==> src/sv/osc_float_message_parser_unit_macros.svh <==
// Assertion macros for the OSC float message parser.
`ifndef OSC_FLOAT_MESSAGE_PARSER_UNIT_MACROS_SVH
`define OSC_FLOAT_MESSAGE_PARSER_UNIT_MACROS_SVH

// Same-cycle implication, clocked on clk, off during reset.
`define OFMP_ASSERT_NOW(label, ante, cons, msg) \
    label: assert property (@(posedge clk) disable iff (!rst_n) (ante) |-> (cons)) \
        else $error(msg);

// Next-cycle implication, clocked on clk, off during reset.
`define OFMP_ASSERT_NEXT(label, ante, cons, msg) \
    label: assert property (@(posedge clk) disable iff (!rst_n) (ante) |=> (cons)) \
        else $error(msg);

`endif

==> src/sv/ofmp_pkg.sv <==
// Package: types, constants and helpers of the OSC float message parser.
package ofmp_pkg;

    localparam int unsigned MAX_DATAGRAM_BYTES = 255;

    localparam logic [7:0] CHAR_SLASH = 8'h2F;
    localparam logic [7:0] CHAR_COMMA = 8'h2C;
    localparam logic [7:0] CHAR_F     = 8'h66;
    localparam logic [7:0] CHAR_NUL   = 8'h00;

    localparam logic [8:0] PATH_CAPACITY_RESET = 9'd64;

    typedef enum logic [2:0] {
        PH_ADDR     = 3'd0,
        PH_TAG_WAIT = 3'd1,
        PH_TAG      = 3'd2,
        PH_VAL_WAIT = 3'd3,
        PH_VAL      = 3'd4,
        PH_DONE     = 3'd5
    } phase_t;

    typedef enum logic [1:0] {
        STATUS_OK          = 2'd0,
        STATUS_NO_DATA     = 2'd1,
        STATUS_MALFORMED   = 2'd2,
        STATUS_UNSUPPORTED = 2'd3
    } status_t;

    // Round up to a multiple of 4.
    function automatic logic [9:0] pad4(input logic [9:0] n);
        pad4 = (n + 10'd3) & ~10'd3;
    endfunction

endpackage

==> src/sv/osc_float_message_parser_unit.sv <==
// Top level: OSC float message parser, one datagram byte per item.
//
// Input stream s_axis: one datagram byte per item in tdata, tlast on the final
// byte, tuser high for an empty receive (byte ignored).
// Output stream m_axis: tuser low for an address character item (tdata holds
// the byte), tuser high for the end-of-message status item (length, float bits,
// status). Address bytes are emitted up to path_capacity-1 of them; on a bad
// status the consumer drops the characters already taken.
// cfg_wr_en/cfg_wr_data write path_capacity; the user must do so while the block is
// idle, which the block does not enforce. Throughput: one item per cycle while the
// output is not stalled. A result is registered; it appears in the cycle after its
// item is accepted, once the byte counter, parse phase and float shift register update.
// Reset: parse state clears, path_capacity returns to 64, no item pending.
// Stall: the result register holds its item while m_axis_tready is low, and
// s_axis_tready is low only while a result is held and not taken.
`include "osc_float_message_parser_unit_macros.svh"

module osc_float_message_parser_unit (
    input  logic        clk,
    input  logic        rst_n,
    input  logic        cfg_wr_en,
    input  logic [8:0]  cfg_wr_data,     // path_capacity
    input  logic        s_axis_tvalid,
    output logic        s_axis_tready,
    input  logic [7:0]  s_axis_tdata,    // data_byte
    input  logic        s_axis_tlast,    // last_byte
    input  logic        s_axis_tuser,    // empty_datagram
    output logic        m_axis_tvalid,
    input  logic        m_axis_tready,
    output logic [55:0] m_axis_tdata,    // path_char[7:0], path_length[15:8],
                                         // value_bits[47:16], status[49:48], zero pad
    output logic        m_axis_tuser     // is_final
);

    logic [8:0]          path_capacity_reg;
    logic [7:0]          byte_position_reg, byte_position_next;
    ofmp_pkg::phase_t    phase_reg, phase_next;
    logic [7:0]          path_count_reg, path_count_next;
    logic [8:0]          tag_start_reg, tag_start_next;
    logic [8:0]          value_start_reg, value_start_next;
    logic [31:0]         value_shift_reg, value_shift_next;
    logic                malformed_reg, malformed_next;
    logic                unsupported_reg, unsupported_next;

    logic                out_valid_reg;
    logic                out_final_reg, out_final_next;
    logic [7:0]          out_char_reg, out_char_next;
    logic [7:0]          out_len_reg, out_len_next;
    logic [31:0]         out_value_reg, out_value_next;
    ofmp_pkg::status_t   out_status_reg, out_status_next;
    logic                has_result;

    logic                in_accept;
    logic                emit;
    logic [8:0]          limit;
    ofmp_pkg::status_t   status;
    logic [9:0]          tag_diff;
    logic [9:0]          vs_sum;

    assign s_axis_tready = !out_valid_reg || m_axis_tready;
    assign in_accept     = s_axis_tvalid && s_axis_tready;
    assign limit         = path_capacity_reg - 9'd1;

    always_comb
    begin
        byte_position_next = byte_position_reg;
        phase_next         = phase_reg;
        path_count_next    = path_count_reg;
        tag_start_next     = tag_start_reg;
        value_start_next   = value_start_reg;
        value_shift_next   = value_shift_reg;
        malformed_next     = malformed_reg;
        unsupported_next   = unsupported_reg;
        emit               = 1'b0;
        status             = ofmp_pkg::STATUS_OK;
        has_result         = 1'b0;
        out_final_next     = 1'b0;
        out_char_next      = 8'd0;
        out_len_next       = 8'd0;
        out_value_next     = 32'd0;
        out_status_next    = ofmp_pkg::STATUS_OK;
        tag_diff           = 10'd0;
        vs_sum             = 10'd0;

        if (s_axis_tuser)
        begin
            has_result      = 1'b1;
            out_final_next  = 1'b1;
            out_status_next = ofmp_pkg::STATUS_NO_DATA;
        end
        else
        begin
            if (32'(byte_position_reg) < ofmp_pkg::MAX_DATAGRAM_BYTES)
            begin
                byte_position_next = byte_position_reg + 8'd1;
                if (!malformed_reg)
                begin
                    if (phase_reg == ofmp_pkg::PH_ADDR)
                    begin
                        if (byte_position_reg == 8'd0 && s_axis_tdata != ofmp_pkg::CHAR_SLASH)
                        begin
                            malformed_next = 1'b1;
                            phase_next     = ofmp_pkg::PH_DONE;
                        end
                        else if (s_axis_tdata == ofmp_pkg::CHAR_NUL)
                        begin
                            tag_start_next = 9'(ofmp_pkg::pad4({2'b00, byte_position_reg} + 10'd1));
                            phase_next     = ofmp_pkg::PH_TAG_WAIT;
                        end
                        else
                        begin
                            emit = ({1'b0, path_count_reg} < limit);
                        end
                    end
                    else
                    begin
                        if (phase_reg == ofmp_pkg::PH_TAG_WAIT
                            && {1'b0, byte_position_reg} == tag_start_reg)
                        begin
                            phase_next = ofmp_pkg::PH_TAG;
                        end
                        if (phase_next == ofmp_pkg::PH_TAG)
                        begin
                            if ({1'b0, byte_position_reg} == tag_start_reg
                                && s_axis_tdata != ofmp_pkg::CHAR_COMMA)
                            begin
                                malformed_next = 1'b1;
                                phase_next     = ofmp_pkg::PH_DONE;
                            end
                            else
                            begin
                                if ({2'b00, byte_position_reg} == {1'b0, tag_start_reg} + 10'd1
                                    && s_axis_tdata != ofmp_pkg::CHAR_F)
                                begin
                                    unsupported_next = 1'b1;
                                end
                                if (s_axis_tdata == ofmp_pkg::CHAR_NUL)
                                begin
                                    tag_diff = {2'b00, byte_position_reg}
                                               - {1'b0, tag_start_reg} + 10'd1;
                                    vs_sum   = {1'b0, tag_start_reg} + ofmp_pkg::pad4(tag_diff);
                                    value_start_next = vs_sum[8:0];
                                    phase_next       = ofmp_pkg::PH_VAL_WAIT;
                                end
                            end
                        end
                        else
                        begin
                            if (phase_reg == ofmp_pkg::PH_VAL_WAIT
                                && {1'b0, byte_position_reg} == value_start_reg)
                            begin
                                phase_next = ofmp_pkg::PH_VAL;
                            end
                            if (phase_next == ofmp_pkg::PH_VAL)
                            begin
                                value_shift_next = {value_shift_reg[23:0], s_axis_tdata};
                                if ({2'b00, byte_position_reg}
                                    == {1'b0, value_start_reg} + 10'd3)
                                begin
                                    phase_next = ofmp_pkg::PH_DONE;
                                end
                            end
                        end
                    end
                end
            end

            if (malformed_next || phase_next == ofmp_pkg::PH_ADDR)
                status = ofmp_pkg::STATUS_MALFORMED;
            else if ({2'b00, byte_position_next} < {1'b0, tag_start_next} + 10'd4)
                status = ofmp_pkg::STATUS_MALFORMED;
            else if (unsupported_next)
                status = ofmp_pkg::STATUS_UNSUPPORTED;
            else if (phase_next == ofmp_pkg::PH_DONE)
                status = ofmp_pkg::STATUS_OK;
            else
                status = ofmp_pkg::STATUS_MALFORMED;

            if (s_axis_tlast)
            begin
                has_result      = 1'b1;
                out_final_next  = 1'b1;
                out_len_next    = path_count_reg;
                out_value_next  = (status == ofmp_pkg::STATUS_OK) ? value_shift_next : 32'd0;
                out_status_next = status;
            end
            else if (emit)
            begin
                has_result      = 1'b1;
                out_char_next   = s_axis_tdata;
                path_count_next = path_count_reg + 8'd1;
            end
        end

        // Any status item returns the parse state to its reset value.
        if (s_axis_tuser || s_axis_tlast)
        begin
            byte_position_next = 8'd0;
            phase_next         = ofmp_pkg::PH_ADDR;
            path_count_next    = 8'd0;
            tag_start_next     = 9'd0;
            value_start_next   = 9'd0;
            value_shift_next   = 32'd0;
            malformed_next     = 1'b0;
            unsupported_next   = 1'b0;
        end
    end

    always_ff @(posedge clk or negedge rst_n)
    begin
        if (!rst_n)
        begin
            path_capacity_reg <= ofmp_pkg::PATH_CAPACITY_RESET;
            byte_position_reg <= 8'd0;
            phase_reg         <= ofmp_pkg::PH_ADDR;
            path_count_reg    <= 8'd0;
            tag_start_reg     <= 9'd0;
            value_start_reg   <= 9'd0;
            value_shift_reg   <= 32'd0;
            malformed_reg     <= 1'b0;
            unsupported_reg   <= 1'b0;
            out_valid_reg     <= 1'b0;
        end
        else
        begin
            if (cfg_wr_en)
                path_capacity_reg <= cfg_wr_data;
            if (in_accept)
            begin
                byte_position_reg <= byte_position_next;
                phase_reg         <= phase_next;
                path_count_reg    <= path_count_next;
                tag_start_reg     <= tag_start_next;
                value_start_reg   <= value_start_next;
                value_shift_reg   <= value_shift_next;
                malformed_reg     <= malformed_next;
                unsupported_reg   <= unsupported_next;
                out_valid_reg     <= has_result;
            end
            else if (m_axis_tready)
            begin
                out_valid_reg <= 1'b0;
            end
        end
    end

    always_ff @(posedge clk)
    begin
        if (in_accept && has_result)
        begin
            out_final_reg  <= out_final_next;
            out_char_reg   <= out_char_next;
            out_len_reg    <= out_len_next;
            out_value_reg  <= out_value_next;
            out_status_reg <= out_status_next;
        end
    end

    assign m_axis_tvalid = out_valid_reg;
    assign m_axis_tuser  = out_final_reg;
    assign m_axis_tdata  = {6'd0, out_status_reg, out_value_reg, out_len_reg, out_char_reg};

    `OFMP_ASSERT_NOW(a_char_item_clean,
        m_axis_tvalid && !m_axis_tuser,
        out_status_reg == ofmp_pkg::STATUS_OK && out_value_reg == 32'd0 && out_len_reg == 8'd0,
        "character item carries nonzero status fields")
    `OFMP_ASSERT_NOW(a_bad_status_no_value,
        m_axis_tvalid && m_axis_tuser && out_status_reg != ofmp_pkg::STATUS_OK,
        out_value_reg == 32'd0,
        "float bits present on a failed message")
    `OFMP_ASSERT_NEXT(a_empty_gives_no_data,
        in_accept && s_axis_tuser,
        m_axis_tvalid && m_axis_tuser && out_status_reg == ofmp_pkg::STATUS_NO_DATA,
        "empty receive did not produce a no-data status")
    `OFMP_ASSERT_NEXT(a_end_clears_parse,
        in_accept && (s_axis_tuser || s_axis_tlast),
        byte_position_reg == 8'd0 && path_count_reg == 8'd0 && phase_reg == ofmp_pkg::PH_ADDR,
        "parse state not cleared after a status item")

endmodule
==> config.mk <==
export PLATFORM = sky130hd
export DESIGN_NAME = osc_float_message_parser_unit
export DESIGN_NICKNAME = d
export VERILOG_FILES = /design/src/sv/ofmp_pkg.sv /design/src/sv/osc_float_message_parser_unit.sv
export VERILOG_INCLUDE_DIRS = /design/src /design/src/sv
export SDC_FILE = /design/constraint.sdc
export NUM_CORES = 1
export LEC_CHECK = 0
export BUFFER_PORTS_ARGS = -buffer_cell sky130_fd_sc_hd__buf_2
export CAP_MARGIN = 25
export CORE_ASPECT_RATIO = 1.2
export CORE_MARGIN = 10
export CORE_UTILIZATION = 58
export CTS_CLUSTER_DIAMETER = 200
export DETAILED_ROUTE_END_ITERATION = 10
export PLACE_DENSITY_LB_ADDON = 0.3
export RECOVER_POWER = 50
export SLEW_MARGIN = 30
export SYNTH_ARGS = -nofsm -noshare
export SYNTH_HDL_FRONTEND = slang
export SYNTH_SLANG_ARGS = --single-unit
==> constraint.sdc <==
create_clock -name clk -period 10.1 [get_ports clk]
set_input_delay 1.01 -clock clk [delete_from_list [all_inputs] [get_ports clk]]
set_output_delay 1.01 -clock clk [all_outputs]
set_load 0.005 [all_outputs]
# == Yosys cells after proc, flatten, opt, wreduce, memory -nomap -nowiden ==
# Cells that the tools add are included.
# totals
output_inout_bits,59
in_bits,24
word_cells,169
regBits,132
# classes
n_mux,91
n_eq_ne,17
n_bitwise,3
n_reduce_logical,27
magnitude_cmp,3
addsub,12
# op_table
op,count
$mux W32,7
$mux W9,16
$mux W3,24
$mux W8,8
$mux W1,31
$eq A8 B10 Y1,2
$add A9 B2 Y9 const B,2
$eq A8 B9 Y1,2
$add A8 B1 Y8 const B,2
$logic_not A8 Y1,2
$ne A8 B6 Y1 const B,2
$add A9 B1 Y10 const B,1
$add A9 B2 Y10 const B,1
$add A9 B3 Y10 const B,1
$lt A8 B10 Y1,1
$mux W2,5
$ne A2 B1 Y1 const B,5
$reduce_bool A2 Y1,5
$add A8 B1 Y9 const B,1
$add A9 B1 Y9 const B,1
$add A9 B9 Y9,1
$lt A8 B9 Y1,1
$sub A8 B9 Y9,1
$sub A9 B1 Y9 const B,1
other kinds (16),30

# == Longest topological paths before layout ==
# depth
word_depth,29
mapped_depth,24
depth_no_buf,20

# == Worst setup path before layout ==
# OpenSTA, ideal clock, no wires.
# synth_timing
path_type,input to register
from,input port s_axis_tdata[7]
to,register out_status_reg[1] (data pin)
required_time_ns,9.846
setup_time_ns,0.254
n_path_buf,3
arrival_time_ns,4.680
stages,20
setup_slack_ns,5.165
cell_sequence,nor4_4 nand3_2 nor4b_4 clkbuf_1 mux2i_1 ha_1 a21boi_0 o21ai_0 nand2_1 a21o_1 xor2_1 a21oi_1 ha_1 o21a_1 o21ai_0 a211o_1 nand4bb_1 buf_2 buf_6 o21a_1
# synth_via
elab_chain_len,14
word_cells_on_any_way,46
classes_between,add/sub: 1; order compare: 1; eq/ne: 4; mux: 34; reduce/logical: 6
# synth_rtl
element,line,text
"start, declared",osc_float_message_parser_unit.sv:25,"input logic [7:0] s_axis_tdata,"
"parallel branches: the longest is 12 deep, another holds $add A9 B3 Y10",--,
$mux W2 (*),osc_float_message_parser_unit.sv:168,if (malformed_next || phase_next == ofmp_pkg::PH_ADDR)
$mux W2 (*),osc_float_message_parser_unit.sv:85,if (s_axis_tuser)
"end signal, assigned",osc_float_message_parser_unit.sv:255,out_status_reg <= out_status_next;
"end, declared",osc_float_message_parser_unit.sv:50,"ofmp_pkg::status_t out_status_reg, out_status_next;"
# Every way passes the cells marked *. The select of a mux whose other input is x is not followed.
# A chain may end at the register's enable or synchronous reset.

# == Worst setup path in the final report ==
# layout_timing
from,register byte_position_reg[2]
to,register out_value_reg[15] (data pin)
# layout_via
elab_chain_len,29
word_cells_on_any_way,77
classes_between,add/sub: 4; order compare: 2; eq/ne: 7; mux: 53; bitwise: 1; reduce/logical: 10
# layout_rtl
element,line,text
"start, declared",osc_float_message_parser_unit.sv:36,"logic [7:0] byte_position_reg, byte_position_next;"
"start signal, assigned",osc_float_message_parser_unit.sv:230,byte_position_reg <= byte_position_next;
"parallel branches: the longest is 29 deep, another holds $add A9 B3 Y10",--,
"end signal, assigned",osc_float_message_parser_unit.sv:254,out_value_reg <= out_value_next;
"end, declared",osc_float_message_parser_unit.sv:49,"logic [31:0] out_value_reg, out_value_next;"
# Several ways; the timed one is not identified. The select of a mux whose other input is x is not followed.

==> flow_summary_export.csv <==
group,metric,value,unit
critical_path,path_buf_inv,1,
grt,grt_pass1_wl,33.8,mm
critical_path,crit_family,"simple AND/OR/NAND/NOR gates",
synthesis,synth_warnings,0,
clocking,cts_max_level,4,
synthesis,synthCells,761,
sta,slew_violations,82,
critical_path,crit_type,"reg2reg",
power_and_ir_drop,comb_power_share,0.155,
run_status,status,"finished with violations",
critical_path,cp_max_fo,33,
clocking,numCtsBuffers,17,
routing,drt_pass1_iterations,5,
synthesis,postSynth.asyncResetShare,0.614,
layout,final_core_util,0.663,
die,rows,47,
grt,antenna_found_initial,0,
place,place_inst,973,
critical_path,start_kind,"flip-flop",
routing,wire_per_inst,20.8,um
synthesis,seq_area_frac_synth,0.437,
power_and_ir_drop,power_leakage,0.00390,uW
layout,layout_common_cells,"dfrtp_1, nand2_1, clkbuf_1, edfxtp_1, ha_1",
layout,fillerInstances,1071,
routing,vias_per_cell,6.36,
sta,setup_tns,0,ps
power_and_ir_drop,pwr-share-clk,0.426,
grt,grt_max_degree,82,
critical_path,cp-end-kind,"flip-flop",
routing,detail_route.iter0.violations,608,
die,dieArea,0.0192,mm^2
flow_run,drv_cap,1,
synthesis,synth_ff_type,"dfrtp_1",
synthesis,synth_edf_count,51,
critical_path,path_common_cell,"ha_1",
power_and_ir_drop,swShare,0.288,
layout,finalNonFillerCells,1005,
sta,setup_ws,4540,ps
place,io_buffer_count,76,
critical_path,path_cells,"ha_1, nand4_1, o21ai_1, nor4b_4, mux2i_1, ha_1, a21boi_0, o21ai_0, nand2_1, a21o_1, xor2_1, a21oi_1, ha_1, a2111oi_0, a211o_1, nand4bb_2, buf_4, nor4_2",
power_and_ir_drop,p_int,1030,uW
sta,final.period_utilization,0.550,
clocking,cts_num_sinks,132,
layout,final_common_cell,"dfrtp_1",
routing,wl,20.9,mm
critical_path,required,10220,ps
synthesis,ys_types,76,
die,initial_core_util,0.592,
grt,grt_overflow,0,
clocking,cts_resized,0,
grt,track_usage,0.218,
place,detailedPlace.worstSlack,4350,ps
power_and_ir_drop,p_per_area,158,mW/mm^2
sta,tightestPinTransition,4620,ps
power_and_ir_drop,seq_power_share,0.419,
die,core_area,0.0138,mm^2
layout,antenna_cells,0,
sta,relSlewSlack,-2.08,
synthesis,synth_area,0.00814,mm^2
routing,num_vias,6396,
routing,drtAntennaViolNets,0,
sta,finalSetupViolCount,0,
clocking,path_clk_slew,60,ps
clocking,postCtsSetupRepairBufs,0,
place,place_area,0.00861,mm^2
power_and_ir_drop,ir_drop,0.196,mV
sta,rsz0062_at_grt,"no",
clocking,clockBufferDepth,2,
layout,nets,890,
grt,grt_pass1_vias,6487,
layout,design_area,0.00912,mm^2
sta,finalClockSkew,8.77,ps
critical_path,critPathSlowestCell,"nor4b_4",
layout,layout-drive-gt1-share,0.133,
place,finalWeightedCongestion,0.938,
clocking,cts_tree,"done",
synthesis,synth.ff_latch_count,132,
clocking,clock_latency,420,ps
synthesis,postSynthAreaPerCell,10.7,um^2
run_status,violations,"max-capacitance violations, max-slew violations",
sta,min_period,5560,ps
critical_path,critPathMaxStageDelay,840,ps
worst_hold_path,hold_class,"reg2reg",
place,dp_hpwl,14.9,mm
die,die_y,150,um
routing,drcViolationCount,0,
clocking,post_cts_hold_buffer_count,0,
layout,syn_to_final_growth,12.0,%
clocking,cts_root_buf,"clkbuf_16",
power_and_ir_drop,p_switching,416,uW
sta,finalHoldViolations,0,
sta,fmax,0.180,GHz
critical_path,critPathArrivalTime,5680,ps
die,io_pins,83,
die,die_x,128,um
-- cells by family after synthesis --
family,after synthesis,share of synthesized area
muxes,47,0.0589
adders and majority gates,45,0.0710
other,1,0.000461
DFF,132,0.437
and+or+nand+nor,248,0.193
buffers and inverters,79,0.0429
AOI/OAI and AO/OA,160,0.144
xor gates and xnor gates,49,0.0527
-- power groups by stage --
| stage | clock, uW | combinational, uW | sequential [uW] |
|---|---|---|---|
| after floorplan | 0 | 156 | 609 |
| after CTS | 622 | 228 | 604 |
| final | 616 | 224 | 605 |
| after global routing | 645 | 245 | 608 |
| after global placement | 0 | 219 | 613 |
| after detailed placement | 0 | 226 | 614 |
-- stage by stage --
| stage | power (uW) | hold WS [ps] |
|---|---|---|
| detailed placement | 840 | 483 |
| floorplan | 765 | 466 |
| global placement | 832 | 484 |
| CTS | 1450 | 503 |
| finish | 1440 | 504 |
| global route | 1500 | 518 |
-- layout make-up --
class / instances / area [um^2] / area share
well taps: 171 / 214 / 0.0235
clock buffers: 18 / 439 / 0.0481
flip-flops and latches: 132 / 3560 / 0.390
inverters: 32 / 121 / 0.0133
multi-input cells: 555 / 4270 / 0.468
clock inverters: 14 / 150 / 0.0165
repair buffers: 83 / 365 / 0.0400
-- worst register-to-register path, delay by kind of cell, from the launching register on --
family / cells / cell delay (ps)
multiplexers: 1 / 350
flip-flops: 1 / 550
XOR/XNOR: 1 / 150
AND/OR/NAND/NOR: 5 / 1440
AO/OA/AOI/OAI: 7 / 1350
buffers and inverters: 1 / 470
adder cells (fa/ha/maj): 3 / 960
-- Yosys cell counts (5+ instances only) --
master     instances  area (um^2)
a21oi_1           18         90.1
a21o_1             9         67.6
nand4_1            8         50.1
nor3_1            11         55.1
and2_1            24          150
a31oi_1            5         31.3
edfxtp_1          51         1530
buf_4              6         45.0
dfrtp_1           80         2000
buf_2              6         30.0
o21a_1             6         45.0
inv_1             31          116
a2111oi_0          5         43.8
o21ai_0           31          155
and3_1             6         37.5
nor2_1            26         97.6
xnor2_1           23          201
or3_1              6         37.5
a22o_1            38          333
o31ai_1            6         45.0
ha_1              43          538
xor2_1            26          228
nand2_1           60          225
nand3_1           25          125
nor4_2            29          363
clkbuf_1          31          116
nor4_1             9         56.3
nand2b_1           9         56.3
nor2b_1            6         37.5
mux2i_1           40          400
mux2_2             7         78.8
-- routing by layer --
metal | global-route usage | part of all wire | vias to the layer above
li1 | - | - | 2963
met1 | 0.253 | 0.39 | 3151
met2 | 0.377 | 0.51 | 229
met3 | 0.0456 | 0.061 | 53
met4 | 0.101 | 0.036 | 0
met5 | 0 | 0 | -
-- final timing paths --
kind	endpoint	slack, ps	from	depth (start not counted)
max reg2reg	out_value_reg[15]$_SDFFCE_PP0P_	4540	byte_position_reg[2]$_DFFE_PN0P_	18
max	out_value_reg[15]$_SDFFCE_PP0P_	4540	byte_position_reg[2]$_DFFE_PN0P_	18
min	value_shift_reg[27]$_DFFE_PN0P_	500	value_shift_reg[27]$_DFFE_PN0P_	1
min in group asynchronous	path_capacity_reg[4]$_DFFE_PN0P_	2250	rst_n	1
min reg2reg	value_shift_reg[27]$_DFFE_PN0P_	500	value_shift_reg[27]$_DFFE_PN0P_	1
max in group asynchronous	value_shift_reg[2]$_DFFE_PN0P_	5280	rst_n	1
Note: power is estimated with default switching activity, not from simulation.
